==> config.mk <==
export PLATFORM = sky130hd
export DESIGN_NAME = ajpq_ram
export DESIGN_NICKNAME = d
export VERILOG_FILES = /design/src/rtl/ajpq_ram.sv
export SDC_FILE = /design/constraint.sdc
export NUM_CORES = 1
export LEC_CHECK = 0
export BUFFER_PORTS_ARGS = -buffer_cell sky130_fd_sc_hd__buf_2
export CAP_MARGIN = 20
export CELL_PAD_IN_SITES_DETAIL_PLACEMENT = 1
export CELL_PAD_IN_SITES_GLOBAL_PLACEMENT = 2
export CORE_ASPECT_RATIO = 0.75
export CORE_MARGIN = 2
export CORE_UTILIZATION = 48
export DETAILED_ROUTE_END_ITERATION = 12
export HOLD_SLACK_MARGIN = 0.03
export PLACE_DENSITY_LB_ADDON = 0.1
export SLEW_MARGIN = 20
export SYNTH_ARGS = -nofsm -noshare
export SYNTH_HDL_FRONTEND = slang
export SYNTH_SLANG_ARGS = --single-unit
==> constraint.sdc <==
create_clock -name i_clk -period 2.9 [get_ports i_clk]
set_input_delay 0.725 -clock i_clk [delete_from_list [all_inputs] [get_ports i_clk]]
set_output_delay 0.725 -clock i_clk [all_outputs]
set_load 0.01 [all_outputs]
==> src/rtl/ajpq_ram.sv <==
// Generic single-write, single-read memory with a registered read port.
// Depends on nothing.
module ajpq_ram #(
    parameter int WIDTH = 8,
    parameter int DEPTH = 16
) (
    input  logic                     i_clk,
    input  logic                     i_we,
    input  logic [$clog2(DEPTH)-1:0] i_waddr,
    input  logic [WIDTH-1:0]         i_wdata,
    input  logic [$clog2(DEPTH)-1:0] i_raddr,
    output logic [WIDTH-1:0]         o_rdata
);
    logic [WIDTH-1:0] r_mem [DEPTH];
    logic [WIDTH-1:0] r_rdata;

    always_ff @(posedge i_clk) begin
        if (i_we) begin
            r_mem[i_waddr] <= i_wdata;
        end
        r_rdata <= r_mem[i_raddr];
    end

    assign o_rdata = r_rdata;
endmodule

==> results.ini <==
[cts]
cts_hold_buf = 0
clk_latency_ps = 420
cts_tree = built
cts_setup_buffers = 0
numCtsBuffers = 17
clockRootBuffer = clkbuf_16
cts.clk_slew.worst_paths_ps = 60
cts_resized = 0
cts_sinks = 136
htree_num_levels = 4
cts_buffer_depth = 2

[synthesis]
synthCells = 229
seq_area_frac_synth_pct = 77.8
syn_nets = 247
ys_ff_latch = 136
syn_area_per_cell_um2 = 22.5
syn-cell-area_um2 = 5150
yosysWarningCount = 0
synthDistinctLibCells = 19

[placed_design]
dp_hpwl_um = 6270
place_ws_ps = 678
io_buffers = 25
gp_congestion = 0.687

[global_routing]
grt_pass1_vias = 2612
grt-ovfl-total = 0
grt_max_degree = 33
grt_pass1_wl_um = 15800
grtUsageTotal_pct = 20.2
grt_antenna_before_repair = 0

[timing]
setup-violations-final = 0
slew_headroom_pct = 45.7
hold_ws_ps = 675
period_needed_ps = 1740
worst_slew_pin_slew_ps = 813
hold_violations = 0
fin_ws_ps = 1160
fin_skew_ps = 5.42
fin_tns_setup_ps = 0
period_share_pct = 60.2
rsz0062_at_grt = false
max_freq_ghz = 0.573
slew_violations = 0

[power_and_ir_drop]
pwr-share-clk_pct = 48.4
p_switching_mw = 0.959
internal_power_mw = 3.73
p_leak_nw = 2.11
vdd_drop_max_mv = 0.419
seqPwrFrac_pct = 47.2
comb_power_share_pct = 4.4
p_per_area_nw_per_um2 = 762
p_total_mw = 4.68
sw_frac_of_total_pct = 20.5

[run_status]
status = complete, no violations

[layout]
fillers = 874
nets = 300
syn_to_final_growth_pct = 19.5
num_antenna_cells = 0
utilization_pct = 59.3
drive_above_1_share_pct = 31.9

[worst_setup_path]
crit_path_start_kind = input port
end_kind = register
required_ps = 3200
critical_path_class = input port to register
crit_arrival_ps = 2050
worst-path-max-fanout = 32

[die]
chipWidth_um = 124
die-area_um2 = 11600
row_count = 32
io_pins = 26
die_y_um = 93.7
start_util_pct = 49.6
core-area_um2 = 10400

[detailed_routing]
antenna_left = 0
dr.pass1.iters = 6
wl_per_cell_um = 24.0
drc_errors = 0
viasPerCell = 5.67
via_count = 2445
initialDrtViolationCount = 172
routed_wl_um = 10300

[run]
maxCapViolCount = 0

[min_path]
min_path_type = register to register

[area by class of cell]
class                      instances  area, um^2  share of cell area, %
clock inverter                    15         201                   3.28
tap                              136         170                   2.77
timing repair buffer              44         293                   4.76
sequential                       136        4000                   65.1
multi-input combinational         83        1060                   17.2
clock buffer                      17         425                   6.92
[layout by cell type (no fill, tap or decap), drive strengths merged, types with 2 or more instances in the layout]
cell	instances
a22oi	16
buf	44
bufinv	4
clkbuf	17
clkinv	7
clkinvlp	2
dfxtp	8
edfxtp	128
inv	2
mux4	32
nand2	9
nand2b	2
nand3b	2
nor2	13
nor3	4
[flip-flops by register name, indices dropped and copies added, names as in the netlist]
register / count
o_rdata: 8
r_mem: 128
[layer usage]
layer	up-vias	routed length [um]	GRT usage, %
met1	1294	4900	29.1
met2	55	4840	30.2
li1	1079	-	-
met4	0	165	7.67
met5	-	0	0
met3	17	443	4.85
[cell usage after synthesis]
library cell	instances	area (um^2)
a22oi_1	16	120
and2_1	1	6.26
and2b_1	1	7.51
buf_2	3	15.0
buf_4	1	7.51
buf_6	3	33.8
clkdlybuf4s25_2	3	30.0
dfxtp_1	8	160
edfxtp_1	128	3840
mux4_1	14	368
mux4_2	18	405
nand2_1	9	33.8
nand2b_1	2	12.5
nand3_1	1	5.00
nand3b_1	2	15.0
nor2_1	13	48.8
nor2b_1	1	6.26
nor3_1	4	20.0
or3b_2	1	8.76
[power by group through the flow]
stage               combinational [mW]  clock, mW  sequential, mW
finish                           0.206       2.27            2.21
global route                     0.227       2.37            2.21
CTS                              0.211       2.31            2.21
detailed placement               0.210          0            2.25
global placement                 0.206          0            2.25
floorplan                        0.112          0            2.25
[cell families (layout without fill, tap and decap cells)]
kind of cell	Yosys count	in the layout	synth area share, %
muxes	32	32	15.0
and+or+nand+nor	35	35	3.18
DFF	136	136	77.8
buffers and inverters	10	76	1.68
AOI/OAI and AO/OA	16	16	2.33
[critical path, stage by stage]
cell and delay, ps:
buf_2 110, buf_12 250, mux4_1 590, a22oi_1 290, nand2_1 70
[per-stage QoR]
| stage | std cells | area, um^2 |
|---|---|---|
| floorplan | 229 | 5150 |
| global placement | 399 | 5520 |
| detailed placement | 399 | 5520 |
| CTS | 431 | 6150 |
| global route | 431 | 6150 |
| finish | 431 | 6150 |
[final timing paths]
| kind | startpoint | endpoint | slack [ps] | cells after the start |
|---|---|---|---|---|
| setup / recovery | i_raddr[0] | o_rdata[5] | 1160 | 5 |
| hold / removal | r_mem[7][2] | o_rdata[2] | 680 | 3 |
| setup reg to reg | r_mem[9][5] | o_rdata[5] | 1540 | 3 |
| hold reg to reg | r_mem[7][2] | o_rdata[2] | 680 | 3 |
No activity file was read; power rests on OpenSTA's default activity.
